--- src/rtl/assert_macros.svh ---
// assertion macros for the rtl modules, included by wptf_ctrl
// no dependencies
`ifndef ASSERT_MACROS_SVH
`define ASSERT_MACROS_SVH
// implication checked on every rising clock edge outside reset
`define ASSERT_IMPL(label, clk, rst_n, pre, post) \
    label: assert property (@(posedge clk) disable iff (!rst_n) (pre) |-> (post)) \
        else $error("assertion failed");
// implication checked in the cycle after the condition
`define ASSERT_NEXT(label, clk, rst_n, pre, post) \
    label: assert property (@(posedge clk) disable iff (!rst_n) (pre) |=> (post)) \
        else $error("assertion failed");
`endif

--- src/rtl/wptf_pkg.sv ---
// shared types and constants for the waypoint follower
// no dependencies
package wptf_pkg;
    localparam int unsigned MaxWaypointsDef = 16;
    localparam int unsigned CordicStepsDef  = 16;
    localparam logic [4:0]  WpCountRst  = 5'd14;
    localparam logic [15:0] FwdSpeedRst = 16'd154;
    localparam logic [15:0] TurnRateRst = 16'd15646;
    localparam logic [14:0] TurnThrRst  = 15'd1043;
    localparam logic [30:0] ArrRadRst   = 31'd19661;
    localparam logic [2:0] CfgCount = 3'd0;
    localparam logic [2:0] CfgSpeed = 3'd1;
    localparam logic [2:0] CfgRate  = 3'd2;
    localparam logic [2:0] CfgThr   = 3'd3;
    localparam logic [2:0] CfgRad   = 3'd4;
    localparam logic signed [35:0] CordicGainInit = 36'sd652032874;
    localparam logic [16:0] MagScale = 17'd39797;

    // datapath commands
    typedef struct packed {
        logic load_in;
        logic vec_init;
        logic vec_step;
        logic decide;
        logic rot_init;
        logic rot_step;
        logic mul_step;
        logic finish;
    } t_cmd;

    // datapath status
    typedef struct packed {
        logic is_tick;
        logic turning;
        logic last_iter;
    } t_sts;

    function automatic logic [31:0] atan_entry(input logic [4:0] i);
        logic [31:0] r;
        begin
            case (i)
                5'd0:  r = 32'h20000000; 5'd1:  r = 32'h12E4051D;
                5'd2:  r = 32'h09FB385B; 5'd3:  r = 32'h051111D4;
                5'd4:  r = 32'h028B0D43; 5'd5:  r = 32'h0145D7E1;
                5'd6:  r = 32'h00A2F61E; 5'd7:  r = 32'h00517C55;
                5'd8:  r = 32'h0028BE53; 5'd9:  r = 32'h00145F2E;
                5'd10: r = 32'h000A2F98; 5'd11: r = 32'h000517CC;
                5'd12: r = 32'h00028BE6; 5'd13: r = 32'h000145F3;
                5'd14: r = 32'h0000A2F9; 5'd15: r = 32'h0000517C;
                5'd16: r = 32'h000028BE; 5'd17: r = 32'h0000145F;
                5'd18: r = 32'h00000A2F; 5'd19: r = 32'h00000517;
                5'd20: r = 32'h0000028B; 5'd21: r = 32'h00000145;
                5'd22: r = 32'h000000A2; 5'd23: r = 32'h00000051;
                5'd24: r = 32'h00000028; 5'd25: r = 32'h00000014;
                5'd26: r = 32'h0000000A; 5'd27: r = 32'h00000005;
                5'd28: r = 32'h00000002; 5'd29: r = 32'h00000001;
                default: r = 32'h00000000;
            endcase
            return r;
        end
    endfunction
endpackage

--- src/rtl/wptf_ctrl.sv ---
// controller state machine sequencing load, cordic and output
// depends on wptf_pkg, assert_macros.svh
`include "assert_macros.svh"
module wptf_ctrl import wptf_pkg::*; (
    input  logic i_clk,
    input  logic i_rst_n,
    input  logic i_in_valid,
    input  logic i_out_ready,
    input  t_sts i_sts,
    output logic o_in_ready,
    output logic o_out_valid,
    output t_cmd o_cmd
);
    typedef enum logic [7:0] {
        S_IDLE = 8'b0000_0001,
        S_DISP = 8'b0000_0010,
        S_VEC  = 8'b0000_0100,
        S_DEC  = 8'b0000_1000,
        S_ROT  = 8'b0001_0000,
        S_MUL  = 8'b0010_0000,
        S_FIN  = 8'b0100_0000,
        S_OUT  = 8'b1000_0000
    } t_state;

    t_state r_state, n_state;

    // state register
    always_ff @(posedge i_clk) begin
        if (!i_rst_n) begin
            r_state <= S_IDLE;
        end else begin
            r_state <= n_state;
        end
    end

    // next state and commands
    always_comb begin
        n_state = r_state;
        o_cmd = '0;
        unique case (r_state)
            S_IDLE: begin
                o_cmd.load_in = i_in_valid;
                if (i_in_valid) n_state = S_DISP;
            end
            S_DISP: begin
                if (i_sts.is_tick) begin
                    o_cmd.vec_init = 1'b1;
                    n_state = S_VEC;
                end else begin
                    n_state = S_IDLE;
                end
            end
            S_VEC: begin
                o_cmd.vec_step = 1'b1;
                if (i_sts.last_iter) n_state = S_DEC;
            end
            S_DEC: begin
                o_cmd.decide = 1'b1;
                n_state = S_ROT;
            end
            S_ROT: begin
                if (i_sts.turning) begin
                    n_state = S_FIN;
                end else begin
                    o_cmd.rot_init = 1'b1;
                    n_state = S_MUL;
                end
            end
            S_MUL: begin
                o_cmd.rot_step = 1'b1;
                if (i_sts.last_iter) n_state = S_FIN;
            end
            S_FIN: begin
                o_cmd.mul_step = 1'b1;
                if (i_sts.last_iter) begin
                    o_cmd.finish = 1'b1;
                    n_state = S_OUT;
                end
            end
            S_OUT: begin
                if (i_out_ready) n_state = S_IDLE;
            end
            default: n_state = S_IDLE;
        endcase
    end

    assign o_in_ready  = (r_state == S_IDLE);
    assign o_out_valid = (r_state == S_OUT);

    `ASSERT_IMPL(a_one_side, i_clk, i_rst_n, o_out_valid, !o_in_ready)
    `ASSERT_NEXT(a_out_hold, i_clk, i_rst_n, o_out_valid && !i_out_ready, o_out_valid)
    `ASSERT_NEXT(a_fin_out, i_clk, i_rst_n, o_cmd.finish, o_out_valid)
endmodule

--- config.mk ---
export PLATFORM = sky130hd
export DESIGN_NAME = wptf_ctrl
export DESIGN_NICKNAME = d
export VERILOG_FILES = /design/src/rtl/wptf_pkg.sv /design/src/rtl/wptf_ctrl.sv
export VERILOG_INCLUDE_DIRS = /design/src /design/src/rtl
export SDC_FILE = /design/constraint.sdc
export NUM_CORES = 1
export LEC_CHECK = 0
export BUFFER_PORTS_ARGS = -buffer_cell sky130_fd_sc_hd__buf_4
export CAP_MARGIN = 20
export CELL_PAD_IN_SITES_DETAIL_PLACEMENT = 0
export CELL_PAD_IN_SITES_GLOBAL_PLACEMENT = 1
export CORE_MARGIN = 10
export CORE_UTILIZATION = 38
export DETAILED_ROUTE_END_ITERATION = 10
export PLACE_DENSITY = 0.89
export SLEW_MARGIN = 20
export SYNTH_ARGS = -nofsm -noshare
export SYNTH_HDL_FRONTEND = slang
export SYNTH_SLANG_ARGS = --single-unit
export TNS_END_PERCENT = 20
--- constraint.sdc ---
create_clock -name i_clk -period 3.15 [get_ports i_clk]
set_input_delay 0.315 -clock i_clk [delete_from_list [all_inputs] [get_ports i_clk]]
set_output_delay 0.315 -clock i_clk [all_outputs]
set_load 0.02 [all_outputs]
==> impl_summary.md, run 1 <==
Layout
r_state holds more flip-flops than any other register. The share of cells above drive strength 1 is 0.313. The filler cell count in the final layout is 142. The finished layout holds 99 standard cells, fillers aside. The largest registers in the layout are r_state x8. At the end of the flow the core is filled with cells to 0.487.

The register with the most flip-flops in the layout has 8 of them. The number of nets in the layout is slightly above 90. The final antenna diode count is 0. Relative to the synthesized area, the layout overhead comes to 23.5%.

Hold path
The endpoint with the worst hold slack is r_state[3]. In this run the most critical hold path is launched from i_sts[0]. The number of stages on the worst hold path is 2. The type of the tightest min-delay check is in2reg.

CTS
Buffers added to address setup during post-CTS repair amount to 0. In this run the clock root is driven by a clkbuf_4. CTS built an H-tree with a depth of 1.

The total number of clock tree sinks is 8. After clock tree synthesis, the clock-pin slew on the worst setup and hold paths is 50 ps. The post-cts hold buffer count is 0. The later-pin clock latency in the skew report is roughly 260 ps. The post-cts gate resize count is 0. The number of clock buffers added by TritonCTS is 3.

The clock passes through at most 2 buffers. The clock tree from TritonCTS is done.

Drt
For this run, the detailed router's first-pass iteration total came to 4. For this block, the via count after detailed routing is 539. After detailed routing, the number of remaining DRC violations is 0.

In the routed layout, each cell is associated on average with a via count of around 5.4. The total wirelength of the detailed-routed design is 1310 um. The count of routing violations after the opening detailed-route iteration is 12.

The routed wirelength normalized by instance count is 13.2 um. The number of routed nets with antenna violations is 0.

Synthesis
The synthesized netlist cell count is 68. The most common flop cell mapped by yosys is dfxtp_1. The net count of the mapped netlist is 75. Ranked by instance count, the synthesized netlist is headed by 8 x dfxtp_1, 5 x nand2_1, 5 x nor2_1.

The leading cell type by number of instances after synthesis is dfxtp_1. In this run, synthesis inferred 0 flip-flops with an integrated enable. The sequential share of the synthesized area is 0.273.

The share of the synthesized area in the top cell type is 0.273. The post-synthesis instance area is 587 sq um. The largest total area in the synthesized netlist belongs to dfxtp_1. The distinct cell type count after synthesis is 33. Synthesis inferred 8 register bits. Ranked by total cell area, the synthesized netlist is headed by dfxtp_1 27%, and2_1 4.3%, nor2b_1 4.3%, o21a_1 3.8%, or4_4 3.8%. After synthesis, the share of flip-flops with an asynchronous set or reset is 0.

Yosys printed 0 warnings. The average footprint of a synthesized cell is around 8.6 sq um.

Critical path
The worst setup path is launched from a flop. The register-to-register setup slack is 1400 ps. In this run the worst setup path begins at r_state[1]. The critical-path cell with the highest stage delay is nor4_1. Data on the critical path arrives at its endpoint at 1970 ps. The kind of cell with the highest combined delay along the critical path is simple AND/OR/NAND/NOR gates.

The worst register-to-register path ends at r_state[6]. The signal on the critical path passes through nor4_1 > nand2_1 > nor3b_2 > and2_1 > buf_4. The delay of the slowest cell on the worst path is 620 ps. The worst setup path is captured at an output port. The startpoint-to-endpoint class of the critical path is reg2out. The origin of the critical flop-to-flop path is r_state[1]. The critical-path maximum fanout is 7.

The number of buffer and inverter stages on the critical path is 1. For the worst flop-to-flop path, the logic depth is 5. The required time reported for the critical path endpoint is 2830 ps.

STA
The relative slew slack is 0.563. The total count of max-transition violations in the final report is 0. The top achievable clock speed is 437 MHz. For the pin with the worst max-slew slack, the measured transition is 649 ps. Of the available clock period, the critical path in the final layout requires 0.726. Across the routed clock network, the largest skew measured is roughly 2.5 ps.

The number of endpoints with negative hold slack in the final report came to 0. The setup TNS after final layout is 0 ps. The minimum clock period is 2290 ps.

Setup repair after global routing left no endpoint under its margin. The total of endpoints with negative setup slack in the final report is 0.

Global routing
The global routing usage on met1 is 0.0913. The number of antenna violations at the first check in global routing is 0. The met2 track demand over resource in global routing is 0.111. The number of global-route vias before repair came to 512. The met3 usage is 0.0322.

The most utilized layer in the global route result is met2. Entering global routing, the biggest net connects 11 pins. The first-pass GRT wire length is 2210 um. The global route total overflow is 0. The total global routing track utilization is 0.0799.

Floorplan
The die covers 3520 sq um. The die is 59.3 um wide. The total number of placement rows is 14. In this run the vertical extent of the chip is around 60 um. Pin placement for this block handled 17 I/O pins. The area inside the core boundary is 1490 sq um. The initial utilization of the core area, before any placement, comes to 0.394.

Placed design
Input and output buffers added on the ports amount to 16. The cell count after placement is 96. The HPWL after detailed placement is 1060 um. The routability congestion estimate is 0.804.

Run status
The flow ran to the end, and the final reports show no timing, DRC or antenna violations.

Run
The total of max-cap violations is 0.

Power and ir drop
For this design the static power due to leakage is 0.000308 uW. The power density over the cells is 343 nW/um^2. The maximum vdd ir drop is 0.000160 V.
kinds of logic (layout without fill, tap and decap cells):
kind of cell | after synthesis | in the layout | synth area share
and+or+nand+nor | 43 | 43 | 0.507
AOI/OAI and AO/OA | 8 | 8 | 0.0981
DFF | 8 | 8 | 0.273
buffers and inverters | 4 | 19 | 0.0426
xor gates and xnor gates | 3 | 3 | 0.0448
muxes | 2 | 2 | 0.0341
layout make-up:
type	count	area, sq um	share of cell area
Clock buffer	3	22.5	0.0311
Timing Repair Buffer	16	120	0.166
Tap cell	16	20.0	0.0276
Sequential cell	8	160	0.221
Multi-Input combinational cell	56	402	0.554
how the worst max path moves through the flow:
stage	end	slack [ps]	cells after the start
2_1_floorplan	o_cmd[0]	1170	4
3_3_place_gp	o_cmd[0]	1240	5
3_5_place_dp	o_cmd[0]	1180	5
4_1_cts	o_cmd[0]	900	5
5_1_grt	o_cmd[0]	720	5
6_report	o_cmd[0]	860	5
cell usage in the layout (no fill, tap or decap), drive strengths merged, types with 2 or more instances in the layout:
| cell type | n |
|---|---|
| nor2 | 5 |
| nor2b | 4 |
| nand2b | 2 |
| and3 | 3 |
| and4b | 2 |
| clkbuf | 3 |
| xnor2 | 2 |
| or2 | 2 |
| or4 | 3 |
| and2 | 4 |
| dfxtp | 8 |
| buf | 16 |
| nor3b | 3 |
| o21a | 3 |
| nor3 | 4 |
| mux2i | 2 |
| nor4 | 4 |
| nand2 | 5 |
metrics by stage:
step                cell area [sq um]  power, uW  setup slack (ps)  hold WS (ps)
detailed placement                702        171              1180           575
CTS                               724        250               895           311
global placement                  702        171              1240           570
global route                      724        261               725           325
finish                            724        248               863           307
floorplan                         587        152              1170           461
where the power goes:
group / switching, uW / leakage (uW) / internal [uW]
Sequential: 6.55 / 0.0000649 / 105
Combinational: 28.8 / 0.000229 / 28.2
Clock: 36.4 / 0.0000138 / 43.7
metal layers:
layer,part of all wire,vias to the layer above
met4,0.034,0
met5,0,-
li1,-,282
met2,0.43,17
met3,0.087,5
met1,0.45,235
No activity file was read; power rests on OpenSTA's default activity.
==> run 2, diff against run 1 <==
--- a/config.mk
+++ b/config.mk
@@ -6,14 +6,15 @@
 export SDC_FILE = /design/constraint.sdc
 export NUM_CORES = 1
 export LEC_CHECK = 0
+export ABC_AREA = 1
 export BUFFER_PORTS_ARGS = -buffer_cell sky130_fd_sc_hd__buf_4
 export CAP_MARGIN = 20
 export CELL_PAD_IN_SITES_DETAIL_PLACEMENT = 0
 export CELL_PAD_IN_SITES_GLOBAL_PLACEMENT = 1
 export CORE_MARGIN = 10
-export CORE_UTILIZATION = 38
+export CORE_UTILIZATION = 29
 export DETAILED_ROUTE_END_ITERATION = 10
-export PLACE_DENSITY = 0.89
+export PLACE_DENSITY = 0.8
 export SLEW_MARGIN = 20
 export SYNTH_ARGS = -nofsm -noshare
 export SYNTH_HDL_FRONTEND = slang
==> constraint.sdc (replaced) <==
create_clock -name i_clk -period 1.8 [get_ports i_clk]
set_input_delay 0.18 -clock i_clk [delete_from_list [all_inputs] [get_ports i_clk]]
set_output_delay 0.18 -clock i_clk [all_outputs]
set_load 0.02 [all_outputs]
==> run 2 against run 1 <==
Compared with the run above: first-iteration DRC count up 50%; power rose to 3.8 times the previous value; clock power up 66%; global-route usage down 0.78 points; largest cell class unchanged; largest power group is now combinational cells.
==> impl_summary.md, run 2 <==
Critical path
The critical path goes through inv_1 > nand2_2 > nor2_4 > inv_2 > nor2_2 > nand2_1 > inv_1 > buf_4. The register-to-register setup slack is 570 ps (-830 ps). The worst setup path is launched from a flop.

The delay of the slowest cell on the worst path was 320 ps (-300 ps). The critical-path maximum fanout was 4 (-3). The required time reported for the critical path endpoint is 1620 ps (-1210 ps). The startpoint-to-endpoint class of the critical path is reg2out. The endpoint type of the worst setup path is an output port. The worst path arrival time is 1380 ps (-590 ps). In this design, the critical path's most frequently occurring cell is inv_1.

The slowest stage of the critical path belongs to the cell dfxtp_1.

Global routing
The global route total overflow was 0 (unchanged). The total global routing track utilization is 0.0722 (-0.00778). The first-pass GRT wire length is 2440 um (+11%). The number of antenna violations at the first check in global routing is 0 (unchanged).

The largest net degree at the start of global routing was 8 (-3). The number of global-route vias before repair is 580 (+13%).

Power and ir drop
The net switching power came to 438 uW (+510%). The share of total power in the clock network is 0.142 (-0.180). The power consumption is 935 uW (+280%).

The maximum vdd ir drop was 0.000551 V (+240%). The internal power contribution is 497 uW (+180%). The static leakage came to 0.000480 uW (+56%). The power density over the cells came to 1210 nW/um^2 (+250%).

The switching part of the total power is 0.468 (+0.179). The portion of total power attributed to sequential cells is 0.253 (-0.195). The relative contribution of combinational cells to total power came to 0.605 (+0.375).

STA
The total of endpoints with negative setup slack in the final report is 0 (unchanged). The transition time at the pin with the least slew margin is 182 ps (-467 ps). Setup repair after global routing left no endpoint under its margin. The setup TNS after final layout is 0 ps (unchanged). The total count of max-transition violations in the final report is 0 (unchanged). The share of the clock period used by the worst path after layout is 0.864. The relative slew slack is 0.879 (+0.315).

The worst path setup slack after routing is 245 ps (-618 ps). The clock skew was 0.369 ps (-2.15 ps). The minimum clock period is 1560 ps. The top achievable clock speed is 643 MHz. The number of endpoints with negative hold slack in the final report came to 0 (unchanged).

Placed design
The cell count after placement is 143 (+49%). The HPWL after detailed placement came to 1240 um (+18%). The routability congestion estimate is 0.851 (+5.8%). The worst slack after detailed placement is 515 ps (-665 ps). The number of buffers added on ports is 16 (unchanged).

Synthesis
The sequential share of the synthesized area was 0.268 (-0.00458). The most common flop cell mapped by yosys is dfxtp_1. The net count of the mapped netlist is 107 (+43%). The register bit count reported by yosys was 8 (unchanged).

The count of synthesis-stage warnings from yosys came to 0 (unchanged). The number of flops mapped to enable cells by yosys was 0 (unchanged). The leading cell type by number of instances after synthesis is nand2_1. The share of the synthesized area in the top cell type is 0.268 (-0.00458). The biggest area contributor in the post-synthesis netlist is dfxtp_1. The distinct cell type count after synthesis is 17 (-48%). By count the netlist is led by 24 x nand2_1, 20 x inv_1, 17 x nor2_1. The synthesized netlist cell count is 100 (+47%). The average footprint of a synthesized cell is 5.97 sq um (-31%). By area the synthesized netlist is led by dfxtp_1 27%, nand2_1 15%, inv_1 13%, nor2_1 11%, nand2_2 6.3%. The share of flip-flops with an asynchronous set or reset after synthesis came to 0 (unchanged). The post-synthesis instance area is 597 sq um (+1.7%).

CTS
TritonCTS built the clock tree. The post-cts gate resize count came to 0 (unchanged). The post-CTS clock slew at the launch and capture registers of the worst setup and hold paths is 50 ps (about the same).

The post-CTS setup repair buffer count is 0 (unchanged). The root buffer cell chosen for the clock tree is clkbuf_4. The total CTS buffers is 3 (unchanged). The maximum level of the CTS H-tree is 1 (unchanged). The post-cts hold buffer count is 0 (unchanged). The later-pin clock latency in the skew report is 250 ps (about the same). The total number of clock tree sinks is 8 (unchanged). The number of buffers on the longest clock path is 2 (unchanged).

Layout
The largest registers in the layout are r_state x8. The post-route non-filler standard cell count is 146 (+47%). The leading cell type in the layout, fill and taps excluded is nand2_1.

The area occupied by registers is 160 sq um (unchanged). The filler cell count in the final layout was 233 (+64%). The register bank with the most flops is r_state. The flip-flop count of the largest register after layout came to 8 (unchanged).

In the layout the commonest cells are 24 x nand2_1, 20 x inv_1, 17 x nor2_1. The share of cells above drive strength 1 is 0.319 (+0.00607). The area taken by multi-input logic gates is 339 sq um (-16%). The number of nets in the layout is 128 (+39%). The area growth from synthesis to layout is 29.6%. The final antenna diode count is 0 (unchanged).

Floorplan
The number of placed I/O pins is 17 (unchanged). The die outline area is 4270 sq um (+22%). The chip height is 65.4 um (+10%).

The total number of placement rows is 16 (+2). The area inside the core boundary is 1960 sq um (+32%). The width of the chip was 65.4 um (+10%). The effective utilization at floorplan is 0.304 (-0.0899).

Drt
The count of routing violations after the opening detailed-route iteration is 18 (+6). The detailed-route via count is 616 (+14%). The routed wirelength normalized by instance count is 9.96 um (-24%). The number of iterations in the first detailed-routing pass came to 4 (unchanged). The total wirelength of the detailed-routed design is 1450 um (+11%).

The via density per instance came to 4.22 (-23%). The number of routed nets with antenna violations came to 0 (unchanged). The residual DRC count is 0 (unchanged).

Run
The total of max-cap violations is 0 (unchanged).

Run status
The flow ran to the end, and the final reports show no timing, DRC or antenna violations.

Hold path
The type of the tightest min-delay check is in2reg.
==> run 2: worst max-delay path, delay by kind of cell, from the launching register on <==
family	cells	cell delay, ps
buf+inv	4	330
flops	1	320
simple gates	4	480
==> run 2: worst paths after layout <==
| kind | start | end | cells past startpoint |
|---|---|---|---|
| hold reg to reg | r_state[7] | r_state[7] | 4 |
| setup reg to reg | r_state[1] | r_state[0] | 10 |
| setup / recovery | r_state[1] | o_cmd[3] | 8 |
| hold / removal | i_rst_n | r_state[2] | 2 |
==> run 2: power groups by stage <==
stage | clock network (uW) | logic (uW) | registers (uW)
finish | 133 | 565 | 237
global route | 141 | 640 | 239
CTS | 134 | 568 | 238
detailed placement | 0 | 565 | 242
global placement | 0 | 569 | 238
floorplan | 0 | 431 | 234
==> run 2: cell families (layout without fill, tap and decap cells) <==
logic type / Yosys count / in the layout / share of synthesized area
simple gates: 63 / 63 / 0.539
compound gates: 3 / 3 / 0.0294
buf+inv: 26 / 45 / 0.164
flops: 8 / 8 / 0.268
==> run 2: final cells by class <==
cell class,instances,area share
timing repair buffer,16,0.155
inverter,26,0.126
tap,27,0.0437
clock buffer,3,0.0291
sequential,8,0.207
multi-input combinational,66,0.439
==> run 2: metal layers <==
metal	share of wire	track usage
met2	0.44	0.116
met5	0	0
met1	0.46	0.0784
met3	0.074	0.0203
met4	0.026	0.0561
==> run 2: through the flow <==
step	utilization	hold WS, ps	instance area (sq um)
floorplan	-	297	597
global placement	0.383	470	751
detailed placement	0.383	461	751
CTS	0.394	204	773
global route	0.394	216	773
finish	0.394	203	773
==> run 3, diff against run 2 <==
--- a/config.mk
+++ b/config.mk
@@ -14,7 +14,7 @@
 export CORE_MARGIN = 10
 export CORE_UTILIZATION = 29
 export DETAILED_ROUTE_END_ITERATION = 10
-export PLACE_DENSITY = 0.8
+export PLACE_DENSITY = 0.7
 export SLEW_MARGIN = 20
 export SYNTH_ARGS = -nofsm -noshare
 export SYNTH_HDL_FRONTEND = slang
==> run 3 against run 2 <==
Compared with the run above: power is 0.39% lower; sequential power hardly changed; maximum frequency is 0.89% higher; first-iteration DRC count is 22% lower; clock skew is 3.3 ps higher; critical endpoint unchanged.
==> impl_summary.md, run 3 (same netlist as run 2, synthesis figures left out) <==
Layout
The filler cell count in the final layout is 240 (+3.0%). In the final layout, the registers with the most flip-flops are r_state x8. The relative area change from synthesis to final layout was 29.6% (unchanged). The area occupied by registers is 160 sq um (unchanged). Ranked by flip-flop count, first place goes to r_state. In the layout the commonest cells are 24 x nand2_1, 20 x inv_1, 17 x nor2_1. The area taken by multi-input logic gates came to 339 sq um (unchanged). The share of cells above drive strength 1 came to 0.319 (unchanged). The flip-flop count of the largest register after layout is 8 (unchanged). The final antenna diode count came to 0 (unchanged).

The number of nets in the layout is 128 (unchanged). The leading cell type in the layout, fill and taps excluded is nand2_1.

CTS
The cell at the root of the clock tree is clkbuf_4. The post-CTS setup repair buffer count was 0 (unchanged). The post-CTS clock slew at the launch and capture registers of the worst setup and hold paths was 50 ps (about the same). The total number of clock tree sinks came to 8 (unchanged). The post-cts hold buffer count is 0 (unchanged).

The post-cts gate resize count is 0 (unchanged). The number of buffers on the longest clock path is 2 (unchanged). The total CTS buffers is 3 (unchanged). The maximum level of the CTS H-tree is 1 (unchanged). TritonCTS built the clock tree. The later-pin clock latency in the skew report was 250 ps (about the same).

Hold path
The startpoint identified for the worst hold timing path is i_rst_n. The number of stages on the worst hold path came to 2 (unchanged). The min-delay analysis places its worst path in the category in2reg.

The endpoint with the worst hold slack is r_state[2].

Critical path
The delay of the slowest cell on the worst path is 310 ps (about the same). The critical-path maximum fanout was 4 (unchanged). The worst setup path is of the reg2out kind.

The endpoint type of the worst setup path is an output port. The worst path arrival time is 1360 ps (-20 ps). Grouping stages by cell kind, the critical path spends the most delay in simple AND/OR/NAND/NOR gates. The required time reported for the critical path endpoint was 1620 ps (about the same).

Among all stages on the critical path, the largest delay is contributed by dfxtp_1. The origin of the critical flop-to-flop path is r_state[1]. The number of cells on the worst reg-to-reg path came to 10 (unchanged). The most frequent cell on the critical path is inv_1. STA classifies the critical path startpoint as a flop. The critical path goes through inv_1 > nand2_2 > nor2_4 > inv_2 > nor2_2 > nand2_1 > inv_1 > buf_4. The register-to-register setup slack came to 560 ps (about the same). The beginning of the critical path is r_state[1]. The number of buffer and inverter stages on the critical path came to 4 (unchanged). The endpoint of the most critical register-to-register path is r_state[0].

STA
The total of endpoints with negative setup slack in the final report is 0 (unchanged). The total count of max-transition violations in the final report is 0 (unchanged). The relative slew slack is 0.885 (+0.00620).

The number of endpoints with negative hold slack in the final report came to 0 (unchanged). The setup TNS after final layout came to 0 ps (unchanged). The top achievable clock speed is 649 MHz (+0.89%). The share of the clock period used by the worst path after layout was 0.856 (-0.00762).

Setup repair after global routing left no endpoint under its margin. The transition time at the pin with the least slew margin was 171 ps (-10.4 ps). The minimum clock period is 1540 ps (-13.7 ps). The clock skew is 3.65 ps (+3.28 ps).

Power and ir drop
The power density over the cells is 1200 nW/um^2 (-0.39%). The power consumption is 931 uW (-0.39%). The relative contribution of combinational cells to total power is 0.606 (about the same). The internal power contribution was 497 uW (about the same). The static leakage is 0.000480 uW (unchanged). The maximum vdd ir drop is 0.000525 V (-4.7%). The switching part of the total power is 0.466 (-0.00221). The portion of total power attributed to sequential cells is 0.252 (about the same). The net switching power is 434 uW (-0.86%). The share of total power in the clock network came to 0.142 (about the same).

Drt
The total wirelength of the detailed-routed design came to 1490 um (+2.4%). The residual DRC count was 0 (unchanged). The count of routing violations after the opening detailed-route iteration is 14 (-4).

The detailed-route via count is 593 (-3.7%). The number of iterations in the first detailed-routing pass is 4 (unchanged). The routed wirelength normalized by instance count is 10.2 um (+2.4%). The via density per instance is 4.06 (-3.7%). The number of routed nets with antenna violations came to 0 (unchanged).

Global routing
The total global routing track utilization is 0.0759 (+0.00378). The largest net degree at the start of global routing came to 8 (unchanged). The global route total overflow is 0 (unchanged). The number of antenna violations at the first check in global routing came to 0 (unchanged).

The first-pass GRT wire length came to 2570 um (+5.4%). The number of global-route vias before repair is 583 (+0.52%).

Floorplan
The width of the chip is 65.4 um (unchanged). The total number of placement rows is 16 (unchanged). The chip height is 65.4 um (unchanged). The area inside the core boundary is 1960 sq um (unchanged). The die outline area is 4270 sq um (unchanged). The effective utilization at floorplan is 0.304 (unchanged). The number of placed I/O pins is 17 (unchanged).

Run
The total of max-cap violations came to 0 (unchanged).

Placed design
The routability congestion estimate is 0.846 (-0.56%). The HPWL after detailed placement is 1260 um (+1.4%). The number of buffers added on ports came to 16 (unchanged).

Run status
The run finished with clean final reports.
[run 3: cell counts in the layout (fill, tap and decap cells not counted)]
No cell type changed its count.
[run 3: worst register-to-register path, cell delays in order, from the launching register on]
cell and delay [ps]:
dfxtp_1 310, inv_1 80, nand2_2 80, nor2_4 150, nand2_2 120, nand3_2 80
nand2_2 60, nand2_4 80, inv_2 60, nand2_1 60, nand2_1 40
[run 3: area by class of cell]
class                           count  share of cell area
Inverter                           26               0.126
Multi-Input combinational cell     66               0.439
Sequential cell                     8               0.207
Clock buffer                        3              0.0291
Timing Repair Buffer               16               0.155
Tap cell                           27              0.0437
[run 3: worst max path at each step]
| stage | endpoint | cells after the start | slack (ps) |
|---|---|---|---|
| 2_1_floorplan | o_out_valid | 5 | 540 |
| 3_3_place_gp | o_cmd[3] | 8 | 500 |
| 3_5_place_dp | o_cmd[3] | 8 | 510 |
| 4_1_cts | o_cmd[3] | 8 | 230 |
| 5_1_grt | o_cmd[3] | 8 | 100 |
| 6_report | o_cmd[3] | 8 | 260 |
[run 3: metrics by stage]
step	util	instances	cell area [sq um]	hold WS (ps)	worst slack [ps]
floorplan	-	100	597	297	538
global placement	0.383	143	751	467	501
detailed placement	0.383	143	751	464	511
CTS	0.394	146	773	205	235
global route	0.394	146	773	205	101
finish	0.394	146	773	207	259
[run 3: layer usage]
metal  vias to the layer above  track usage  share of wire
li1                        330            -              -
met1                       245       0.0956           0.51
met2                        16        0.102           0.39
met3                         2       0.0271          0.077
met4                         0       0.0561          0.018
met5                         -            0              0
[run 3: power by group through the flow]
stage | combinational (uW) | clock, uW | sequential, uW
3_3_place_gp | 574 | 0 | 238
4_1_cts | 573 | 135 | 234
2_1_floorplan | 431 | 0 | 234
5_1_grt | 636 | 147 | 243
3_5_place_dp | 570 | 0 | 238
6_report | 564 | 132 | 235
